--- src/hdl/cross_entropy_loss_grad_core_assert.svh ---
// Assertion macros for the cross-entropy loss and gradient core.
`ifndef CROSS_ENTROPY_LOSS_GRAD_CORE_ASSERT_SVH
`define CROSS_ENTROPY_LOSS_GRAD_CORE_ASSERT_SVH
`ifndef NO_ASSERTIONS
// Same-cycle implication, sampled on i_clk and idle while i_rst_n is low.
`define CELG_ASSERT_IMPL(label, ante, cons) \
    label: assert property (@(posedge i_clk) disable iff (!i_rst_n) (ante) |-> (cons)) \
        else $error("celg assertion failed: same-cycle implication");
// Next-cycle implication, sampled on i_clk and idle while i_rst_n is low.
`define CELG_ASSERT_NEXT(label, ante, cons) \
    label: assert property (@(posedge i_clk) disable iff (!i_rst_n) (ante) |=> (cons)) \
        else $error("celg assertion failed: next-cycle implication");
`else
`define CELG_ASSERT_IMPL(label, ante, cons)
`define CELG_ASSERT_NEXT(label, ante, cons)
`endif
`endif

--- src/hdl/celg_pkg.sv ---
// Shared types and constants of the cross-entropy loss and gradient core.
`timescale 1ns / 1ps
package celg_pkg;

    localparam int PROB_W = 17;
    localparam int GRAD_W = 33;
    localparam int LOSS_W = 32;
    localparam int EXP_W  = 5;
    localparam int MANT_W = 31;
    localparam int FRAC_W = 24;
    localparam int QUO_W  = 32;
    localparam int N_W    = 29;
    localparam int PROD_W = 45;
    localparam int TERM_W = 21;
    localparam int CNT_W  = 5;

    localparam logic [31:0] LN2_Q32   = 32'hB172_17F8;
    localparam logic [31:0] LOSS_MAX  = 32'hFFFF_FFFF;
    localparam logic [32:0] GRAD_SAT  = 33'h1_0000_0000;
    localparam logic [61:0] ROUND_BIT = 62'(1) << 39;

    // Step numbers inside the iteration phase.
    localparam logic [CNT_W-1:0] LOG_STEPS = 5'd24;
    localparam logic [CNT_W-1:0] STEP_N    = 5'd24;
    localparam logic [CNT_W-1:0] STEP_MLO  = 5'd25;
    localparam logic [CNT_W-1:0] STEP_MHI  = 5'd26;
    localparam logic [CNT_W-1:0] STEP_TERM = 5'd27;
    localparam logic [CNT_W-1:0] ITER_LAST = 5'd31;

    typedef enum logic [1:0] {
        ST_IDLE,
        ST_ITER,
        ST_DONE
    } t_state;

    typedef struct packed {
        logic load;
        logic div_step;
        logic log_step;
        logic make_n;
        logic mul_lo;
        logic mul_hi;
        logic term;
        logic commit;
    } t_cmd;

    typedef struct packed {
        logic needs_calc;
    } t_stat;

endpackage

--- src/hdl/cross_entropy_loss_grad_core.sv ---
// Top level of the streaming cross-entropy loss and gradient core.
// A target-one element with nonzero probability runs the 32-step reciprocal divider and the log2
// squaring search, then a commit step; other elements go straight to the commit step.
// The core takes no new element until the current one has committed.
// A waiting result lets the next element transfer in.
// Synchronous active-low reset clears the controller, the loss sum and the error flag.
`timescale 1ns / 1ps
module cross_entropy_loss_grad_core #(
    parameter int PROB_FRAC_BITS = 16
) (
    input  logic                                i_clk,
    input  logic                                i_rst_n,
    input  logic                                i_valid,
    output logic                                o_ready,
    input  logic [celg_pkg::PROB_W-1:0]         i_probability,
    input  logic                                i_target_is_one,
    input  logic                                i_last_in_sample,
    output logic                                o_valid,
    input  logic                                i_ready,
    output logic signed [celg_pkg::GRAD_W-1:0]  o_gradient,
    output logic [celg_pkg::LOSS_W-1:0]         o_sample_loss,
    output logic                                o_loss_valid,
    output logic                                o_zero_probability
);

    celg_pkg::t_cmd  cmd;
    celg_pkg::t_stat stat;

    celg_ctrl u_ctrl (
        .i_clk   (i_clk),
        .i_rst_n (i_rst_n),
        .i_valid (i_valid),
        .o_ready (o_ready),
        .o_valid (o_valid),
        .i_ready (i_ready),
        .i_stat  (stat),
        .o_cmd   (cmd)
    );

    celg_dpath #(
        .PROB_FRAC_BITS (PROB_FRAC_BITS)
    ) u_dpath (
        .i_clk              (i_clk),
        .i_rst_n            (i_rst_n),
        .i_cmd              (cmd),
        .o_stat             (stat),
        .i_probability      (i_probability),
        .i_target_is_one    (i_target_is_one),
        .i_last_in_sample   (i_last_in_sample),
        .o_gradient         (o_gradient),
        .o_sample_loss      (o_sample_loss),
        .o_loss_valid       (o_loss_valid),
        .o_zero_probability (o_zero_probability)
    );

endmodule

--- src/hdl/celg_dpath.sv ---
// Datapath: reciprocal divider, log2 squaring unit, ln2 scaling and loss accumulator.
`timescale 1ns / 1ps
module celg_dpath #(
    parameter int PROB_FRAC_BITS = 16
) (
    input  logic                          i_clk,
    input  logic                          i_rst_n,
    input  celg_pkg::t_cmd                i_cmd,
    output celg_pkg::t_stat               o_stat,
    input  logic [celg_pkg::PROB_W-1:0]   i_probability,
    input  logic                          i_target_is_one,
    input  logic                          i_last_in_sample,
    output logic signed [celg_pkg::GRAD_W-1:0] o_gradient,
    output logic [celg_pkg::LOSS_W-1:0]   o_sample_loss,
    output logic                          o_loss_valid,
    output logic                          o_zero_probability
);

    localparam int SHIFT_TOT = 16 + PROB_FRAC_BITS;
    localparam logic [31:0] ONE_VAL = 32'(1) << PROB_FRAC_BITS;
    localparam int SAT_SH = (PROB_FRAC_BITS >= 16) ? PROB_FRAC_BITS - 16 : 0;
    localparam logic [celg_pkg::PROB_W-1:0] SAT_LIM =
        (PROB_FRAC_BITS >= 16) ? (celg_pkg::PROB_W'(1) << SAT_SH) : '0;
    localparam int DVD_SH = (SHIFT_TOT < 32) ? SHIFT_TOT : 0;
    localparam logic [celg_pkg::QUO_W-1:0] DVD_INIT =
        (SHIFT_TOT < 32) ? (celg_pkg::QUO_W'(1) << DVD_SH) : '0;
    localparam int REM_SH = (SHIFT_TOT >= 32) ? SHIFT_TOT - 32 : 0;
    localparam logic [celg_pkg::PROB_W-1:0] REM_INIT =
        (SHIFT_TOT >= 32) ? (celg_pkg::PROB_W'(1) << REM_SH) : '0;
    localparam logic [celg_pkg::EXP_W-1:0] FRAC_EXP = celg_pkg::EXP_W'(PROB_FRAC_BITS);

    logic [celg_pkg::PROB_W-1:0] p_clamp;
    logic [celg_pkg::EXP_W-1:0]  e_in;
    logic [celg_pkg::MANT_W-1:0] m_in;

    logic                         r_tgt, r_last, r_zero, r_sat;
    logic [celg_pkg::PROB_W-1:0]  r_p;
    logic [celg_pkg::EXP_W-1:0]   r_fe;
    logic [celg_pkg::MANT_W-1:0]  r_m;
    logic [celg_pkg::FRAC_W-1:0]  r_frac;
    logic [celg_pkg::PROB_W-1:0]  r_rem;
    logic [celg_pkg::QUO_W-1:0]   r_dvd;
    logic [celg_pkg::QUO_W-1:0]   r_quo;
    logic [celg_pkg::N_W-1:0]     r_n;
    logic [celg_pkg::PROD_W-1:0]  r_plo, r_phi;
    logic [celg_pkg::TERM_W-1:0]  r_term;
    logic [celg_pkg::LOSS_W-1:0]  r_loss_sum;
    logic                         r_err;
    logic signed [celg_pkg::GRAD_W-1:0] r_grad;
    logic [celg_pkg::LOSS_W-1:0]  r_sloss;
    logic                         r_lvalid, r_zprob;

    logic [celg_pkg::PROB_W:0]    div_try;
    logic                         div_ge;
    logic [61:0]                  sq;
    logic [31:0]                  sq_top;
    logic [15:0]                  mul_b;
    logic [celg_pkg::PROD_W-1:0]  mul_p;
    logic [61:0]                  scaled;
    logic [celg_pkg::LOSS_W-1:0]  term_add;
    logic [celg_pkg::LOSS_W:0]    acc;
    logic [celg_pkg::LOSS_W-1:0]  acc_sat;
    logic                         err_new;
    logic [celg_pkg::GRAD_W-1:0]  mag;
    logic [celg_pkg::GRAD_W-1:0]  grad;

    // Clamp to 1.0, then find the leading one to normalize into Q1.30.
    always_comb begin
        p_clamp = ({15'd0, i_probability} > ONE_VAL) ? ONE_VAL[celg_pkg::PROB_W-1:0]
                                                    : i_probability;
        e_in = '0;
        for (int k = 0; k < celg_pkg::PROB_W; k++) begin
            if (p_clamp[k]) begin
                e_in = celg_pkg::EXP_W'(k);
            end
        end
        m_in = celg_pkg::MANT_W'(p_clamp) << (5'd30 - e_in);
    end

    assign o_stat.needs_calc = i_target_is_one && (i_probability != '0);

    // One restoring division step; the dividend is a single power of two.
    assign div_try = {r_rem, r_dvd[celg_pkg::QUO_W-1]};
    assign div_ge  = div_try >= {1'b0, r_p};

    // One squaring step of the log2 fraction search.
    assign sq     = r_m * r_m;
    assign sq_top = sq[61:30];

    assign mul_b  = i_cmd.mul_hi ? celg_pkg::LN2_Q32[31:16] : celg_pkg::LN2_Q32[15:0];
    assign mul_p  = r_n * mul_b;
    assign scaled = {1'b0, r_phi, 16'd0} + {17'd0, r_plo} + celg_pkg::ROUND_BIT;

    always_comb begin
        if (!r_tgt) begin
            term_add = '0;
        end else if (r_zero) begin
            term_add = celg_pkg::LOSS_MAX;
        end else begin
            term_add = celg_pkg::LOSS_W'(r_term);
        end
        acc     = {1'b0, r_loss_sum} + {1'b0, term_add};
        acc_sat = acc[celg_pkg::LOSS_W] ? celg_pkg::LOSS_MAX : acc[celg_pkg::LOSS_W-1:0];
        err_new = r_err | (r_tgt & r_zero);
        mag     = r_sat ? celg_pkg::GRAD_SAT : {1'b0, r_quo};
        grad    = r_tgt ? (celg_pkg::GRAD_W'(0) - mag) : '0;
    end

    always_ff @(posedge i_clk) begin
        if (i_cmd.load) begin
            r_tgt  <= i_target_is_one;
            r_last <= i_last_in_sample;
            r_zero <= (i_probability == '0);
            r_sat  <= (p_clamp <= SAT_LIM);
            r_p    <= p_clamp;
            r_fe   <= FRAC_EXP - e_in;
            r_m    <= m_in;
            r_frac <= '0;
            r_rem  <= REM_INIT;
            r_dvd  <= DVD_INIT;
            r_quo  <= '0;
        end
        if (i_cmd.div_step) begin
            r_rem <= div_ge ? celg_pkg::PROB_W'(div_try - {1'b0, r_p})
                            : div_try[celg_pkg::PROB_W-1:0];
            r_quo <= {r_quo[celg_pkg::QUO_W-2:0], div_ge};
            r_dvd <= {r_dvd[celg_pkg::QUO_W-2:0], 1'b0};
        end
        if (i_cmd.log_step) begin
            // A square of 2.0 or more yields a fraction bit of one and is halved.
            r_m    <= sq_top[31] ? sq_top[31:1] : sq_top[30:0];
            r_frac <= {r_frac[celg_pkg::FRAC_W-2:0], sq_top[31]};
        end
        if (i_cmd.make_n) begin
            r_n <= {r_fe, 24'd0} - {5'd0, r_frac};
        end
        if (i_cmd.mul_lo) begin
            r_plo <= mul_p;
        end
        if (i_cmd.mul_hi) begin
            r_phi <= mul_p;
        end
        if (i_cmd.term) begin
            r_term <= scaled[60:40];
        end
        if (i_cmd.commit) begin
            r_grad   <= grad;
            r_sloss  <= r_last ? acc_sat : '0;
            r_lvalid <= r_last;
            r_zprob  <= err_new;
        end
    end

    always_ff @(posedge i_clk) begin
        if (!i_rst_n) begin
            r_loss_sum <= '0;
            r_err      <= 1'b0;
        end else if (i_cmd.commit) begin
            r_loss_sum <= r_last ? '0 : acc_sat;
            r_err      <= r_last ? 1'b0 : err_new;
        end
    end

    assign o_gradient         = r_grad;
    assign o_sample_loss      = r_sloss;
    assign o_loss_valid       = r_lvalid;
    assign o_zero_probability = r_zprob;

endmodule

--- src/hdl/celg_ctrl.sv ---
// Controller: sequences the datapath steps and owns both handshakes.
`timescale 1ns / 1ps
`include "cross_entropy_loss_grad_core_assert.svh"
module celg_ctrl (
    input  logic              i_clk,
    input  logic              i_rst_n,
    input  logic              i_valid,
    output logic              o_ready,
    output logic              o_valid,
    input  logic              i_ready,
    input  celg_pkg::t_stat   i_stat,
    output celg_pkg::t_cmd    o_cmd
);

    celg_pkg::t_state                r_state, n_state;
    logic [celg_pkg::CNT_W-1:0]      r_cnt, n_cnt;
    logic                            r_o_valid, n_o_valid;
    logic                            iter_done;

    assign iter_done = (r_state == celg_pkg::ST_ITER) && (r_cnt == celg_pkg::ITER_LAST);

    always_ff @(posedge i_clk) begin
        if (!i_rst_n) begin
            r_state   <= celg_pkg::ST_IDLE;
            r_cnt     <= '0;
            r_o_valid <= 1'b0;
        end else begin
            r_state   <= n_state;
            r_cnt     <= n_cnt;
            r_o_valid <= n_o_valid;
        end
    end

    always_comb begin
        n_state = r_state;
        n_cnt   = r_cnt;
        o_cmd   = '0;
        o_ready = 1'b0;
        unique case (r_state)
            celg_pkg::ST_IDLE: begin
                o_ready = 1'b1;
                if (i_valid) begin
                    o_cmd.load = 1'b1;
                    n_cnt      = '0;
                    n_state    = i_stat.needs_calc ? celg_pkg::ST_ITER : celg_pkg::ST_DONE;
                end
            end
            celg_pkg::ST_ITER: begin
                o_cmd.div_step = 1'b1;
                o_cmd.log_step = (r_cnt < celg_pkg::LOG_STEPS);
                o_cmd.make_n   = (r_cnt == celg_pkg::STEP_N);
                o_cmd.mul_lo   = (r_cnt == celg_pkg::STEP_MLO);
                o_cmd.mul_hi   = (r_cnt == celg_pkg::STEP_MHI);
                o_cmd.term     = (r_cnt == celg_pkg::STEP_TERM);
                n_cnt          = r_cnt + 1'b1;
                if (iter_done) begin
                    n_state = celg_pkg::ST_DONE;
                end
            end
            celg_pkg::ST_DONE: begin
                // The result register must be empty or emptying this cycle.
                if (!r_o_valid || i_ready) begin
                    o_cmd.commit = 1'b1;
                    n_state      = celg_pkg::ST_IDLE;
                end
            end
            default: begin
                n_state = celg_pkg::ST_IDLE;
            end
        endcase
        n_o_valid = o_cmd.commit ? 1'b1 : (i_ready ? 1'b0 : r_o_valid);
    end

    assign o_valid = r_o_valid;

    `CELG_ASSERT_IMPL(a_commit_slot_free, o_cmd.commit, !r_o_valid || i_ready)
    `CELG_ASSERT_NEXT(a_commit_out, o_cmd.commit, r_o_valid && (r_state == celg_pkg::ST_IDLE))
    `CELG_ASSERT_NEXT(a_iter_ends, iter_done, r_state == celg_pkg::ST_DONE)

endmodule

--- config.mk ---
export PLATFORM = sky130hd
export DESIGN_NAME = cross_entropy_loss_grad_core
export DESIGN_NICKNAME = d
export VERILOG_FILES = /design/src/hdl/celg_pkg.sv /design/src/hdl/cross_entropy_loss_grad_core.sv /design/src/hdl/celg_dpath.sv /design/src/hdl/celg_ctrl.sv
export VERILOG_INCLUDE_DIRS = /design/src /design/src/hdl
export SDC_FILE = /design/constraint.sdc
export NUM_CORES = 2
export LEC_CHECK = 0
export BUFFER_PORTS_ARGS = -buffer_cell sky130_fd_sc_hd__buf_2
export CAP_MARGIN = 20
export CORE_MARGIN = 2
export CORE_UTILIZATION = 40
export CTS_BUF_LIST = sky130_fd_sc_hd__clkbuf_16
export CTS_CLUSTER_SIZE = 25
export DETAILED_ROUTE_END_ITERATION = 8
export GPL_ROUTABILITY_DRIVEN = 0
export HOLD_SLACK_MARGIN = 0.02
export SLEW_MARGIN = 20
export SYNTH_ARGS = -nofsm -noshare
export SYNTH_HDL_FRONTEND = slang
export SYNTH_SLANG_ARGS = --single-unit
export TNS_END_PERCENT = 10
--- constraint.sdc ---
create_clock -name i_clk -period 11.5 [get_ports i_clk]
set_clock_uncertainty 0.2 [all_clocks]
set_input_delay 2.3 -clock i_clk [delete_from_list [all_inputs] [get_ports i_clk]]
set_output_delay 2.3 -clock i_clk [all_outputs]
set_load 0.01 [all_outputs]
==> results_dict.tcl <==
set metrics [dict create \
    grt_pass1_wl_um 223000 \
    maxCapViolations 0 \
    r2r_start "u_dpath.r_m[12]" \
    cts_max_path_buffers 3 \
    ys.flop_type "edfxtp_1" \
    routed_via_density 5.00 \
    clk_pin_slew_worst_paths_ps 60 \
    ys_seq_elements 360 \
    post-cts-setup-buffers 0 \
    antenna_found_initial 7 \
    slowest_delay_ps 1020 \
    syn_to_final_growth_pct 7.33 \
    synth-simple-area-share_pct 11.5 \
    die_h_um 381 \
    wl_per_cell_um 17.9 \
    cp.arrival_ps 10100 \
    layout_common_cells "1,393 x inv_1, 1,019 x fa_1, 562 x ha_1, 417 x nand2_1, 319 x edfxtp_1" \
    core_area_mm2 0.141 \
    relSlewSlack_pct 28.0 \
    post-dp-hpwl_um 114000 \
    synthCells 5691 \
    ys_seq_area_share_pct 18.3 \
    hold_depth 2 \
    tightestPinTransition_ps 1080 \
    cp_common_cell "fa_1" \
    wl_um 137000 \
    dp.cells 7582 \
    synth_mux_area_share_pct 1.23 \
    reg2reg_slack_ps 1540 \
    fin_crit_ps 9960 \
    grt_setup_unrepaired "no" \
    slew_violations 0 \
    drc 0 \
    numCtsBuffers 40 \
    layout_commonest_cell "inv_1" \
    initial_utilization_pct 40.2 \
    drive_gt1_share_pct 5.41 \
    root_buffer "clkbuf_16" \
    track_usage_pct 19.4 \
    synthArstFlopShare_pct 0 \
    worstHoldEndpoint "u_dpath.r_loss_sum[0]" \
    post_cts_resized 0 \
    r2r_end "u_dpath.r_m[14]" \
    crit_family "adder cells" \
    grt_max_degree 73 \
    crit_buf_inv 7 \
    worst_ep_required_time_ps 11640 \
    setup_tns_ps 0 \
    clk_latency_ps 600 \
    ys_types 89 \
    setup_ws_ps 1540 \
    end_kind "flip-flop" \
    synth_fa_ha_area_share_pct 48.3 \
    cp-start-kind "flip-flop" \
    reg2reg_depth 28 \
    hold_violations 0 \
    io_pins 92 \
    ctsHoldBuffers 0 \
    synth_edf_count 319 \
    dpl_worst_slack_ps 1640 \
    cpMaxStageDelayCell "edfxtp_1" \
    setup_violations 0 \
    grt_remaining_overflow 0 \
    grt_pass1_vias 40500 \
    max_freq_mhz 100 \
    hp-start "u_dpath.r_loss_sum[0]" \
    cts_tree "built" \
    ant_nets 0 \
    syn_avg_cell_area_um2 9.97 \
    synth-compound-area-share_pct 7.32 \
    hold_class "flip-flop to flip-flop" \
    vias 38300 \
    ys_warn_count 0 \
    status "finished clean" \
    fp-row-count 138 \
    crit_type "flip-flop to flip-flop" \
    die_w_um 381 \
    dieArea_mm2 0.145 \
    clkSinkCount 360 \
    synthesis.area_mm2 0.0568 \
    cp-startpoint "u_dpath.r_m[12]" \
    portBuffers 91 \
    cp_max_fo 20 \
    htreeDepth 2 \
    instances_no_fill 7663 \
    first_pass_iters 7 \
    initialDrtViolationCount 2342 \
    synth_top_family_by_area "adder cells" \
    layout.nets 7340 \
    fin_crit_sh_pct 86.6 \
    synthXorXnorAreaFrac_pct 2.72 \
]
-- flip-flops by register name, indices dropped and copies added (netlist names), 2 cells and up --
| signal | cells |
|---|---|
| u_dpath.r_rem | 17 |
| u_dpath.r_loss_sum | 32 |
| u_dpath.r_n | 29 |
| u_ctrl.r_state | 2 |
| u_dpath.r_frac | 24 |
| u_dpath.o_sample_loss | 32 |
| u_dpath.r_p | 17 |
| u_dpath.r_term | 21 |
| u_ctrl.r_cnt | 5 |
| u_dpath.r_quo | 32 |
| u_dpath.r_phi | 44 |
| u_dpath.r_plo | 28 |
| u_dpath.r_fe | 5 |
| u_dpath.o_gradient | 33 |
| u_dpath.r_m | 31 |
-- layout make-up --
class | instances | area [um2]
sequential | 360 | 10400
clock buffer | 40 | 1000
timing repair buffer | 158 | 997
inverter | 1392 | 5230
multi-input combinational | 3784 | 40500
fill | 13700 | 80300
clock inverter | 33 | 393
tap | 1890 | 2360
antenna | 6 | 15.0
-- Yosys cell counts, types with 15 or more instances --
cell	number	share of area, %
o21a_1	52	0.69
ha_1	562	12
xor2_1	60	0.93
and2_1	262	2.9
xnor2_1	113	1.7
and3_1	73	0.80
nor3_1	52	0.46
nand2_1	418	2.8
a31oi_1	24	0.26
nor4_1	21	0.23
nand4_1	24	0.26
a211oi_1	20	0.26
a21oi_1	169	1.5
edfxtp_1	319	17
o22ai_1	15	0.17
o21bai_1	18	0.24
a21boi_0	16	0.21
o31ai_1	16	0.21
inv_1	1391	9.2
o21ai_0	116	1.0
fa_1	1019	36
nor2b_1	77	0.85
nand3_1	52	0.46
clkbuf_1	158	1.0
or2_2	39	0.43
dfxtp_1	41	1.4
a21o_1	69	0.91
mux2i_1	53	0.93
nand2b_1	25	0.28
nor2_1	222	1.5
-- routing by layer --
metal / up-vias / part of all wire, % / wire length [um] / GRT usage, %
met5: - / 0.036 / 49 / 0
met4: 8 / 2.4 / 3290 / 4.68
met3: 171 / 6.1 / 8390 / 2.75
met2: 988 / 46 / 63700 / 31.5
met1: 19300 / 45 / 61700 / 27.4
li1: 17900 / - / - / -
-- worst register-to-register path: cells and delay by family (launching register included) --
family                   cells  cell delay (ps)
AO/OA/AOI/OAI                7             1720
adder cells (fa/ha/maj)      9             4510
buffers and inverters        7             1040
flip-flops                   1             1020
AND/OR/NAND/NOR              5             1210
-- cells by family (layout without fill, tap and decap cells) --
group | count (synthesis) | count (layout)
flops | 360 | 360
buf+inv | 1573 | 1623
simple gates | 1310 | 1310
mux | 62 | 62
other cells | 1 | 33
compound gates | 630 | 630
xor+xnor | 174 | 174
fa+ha+maj | 1581 | 1581
-- worst max path at each step --
stage	depth (start not counted)	end	slack [ps]
floorplan	29	u_dpath.r_m[24]	3360
global placement	27	u_dpath.r_m[14]	1560
detailed placement	28	u_dpath.r_m[14]	1640
CTS	28	u_dpath.r_m[14]	1600
global route	28	u_dpath.r_m[14]	1120
finish	28	u_dpath.r_m[14]	1540
-- through the flow --
| stage | instance area, um2 | hold WS, ps | utilization, % |
|---|---|---|---|
| after floorplan | 56800 | 227 | - |
| after global placement | 59400 | 236 | 42.1 |
| after detailed placement | 59500 | 241 | 42.1 |
| after CTS | 60900 | 251 | 43.1 |
| after global routing | 60900 | 291 | 43.1 |
| final | 60900 | 248 | 43.1 |
Power is left out: the tool's default activity adds up to more than one toggle a clock period on the data nets, which glitch-free logic cannot reach.
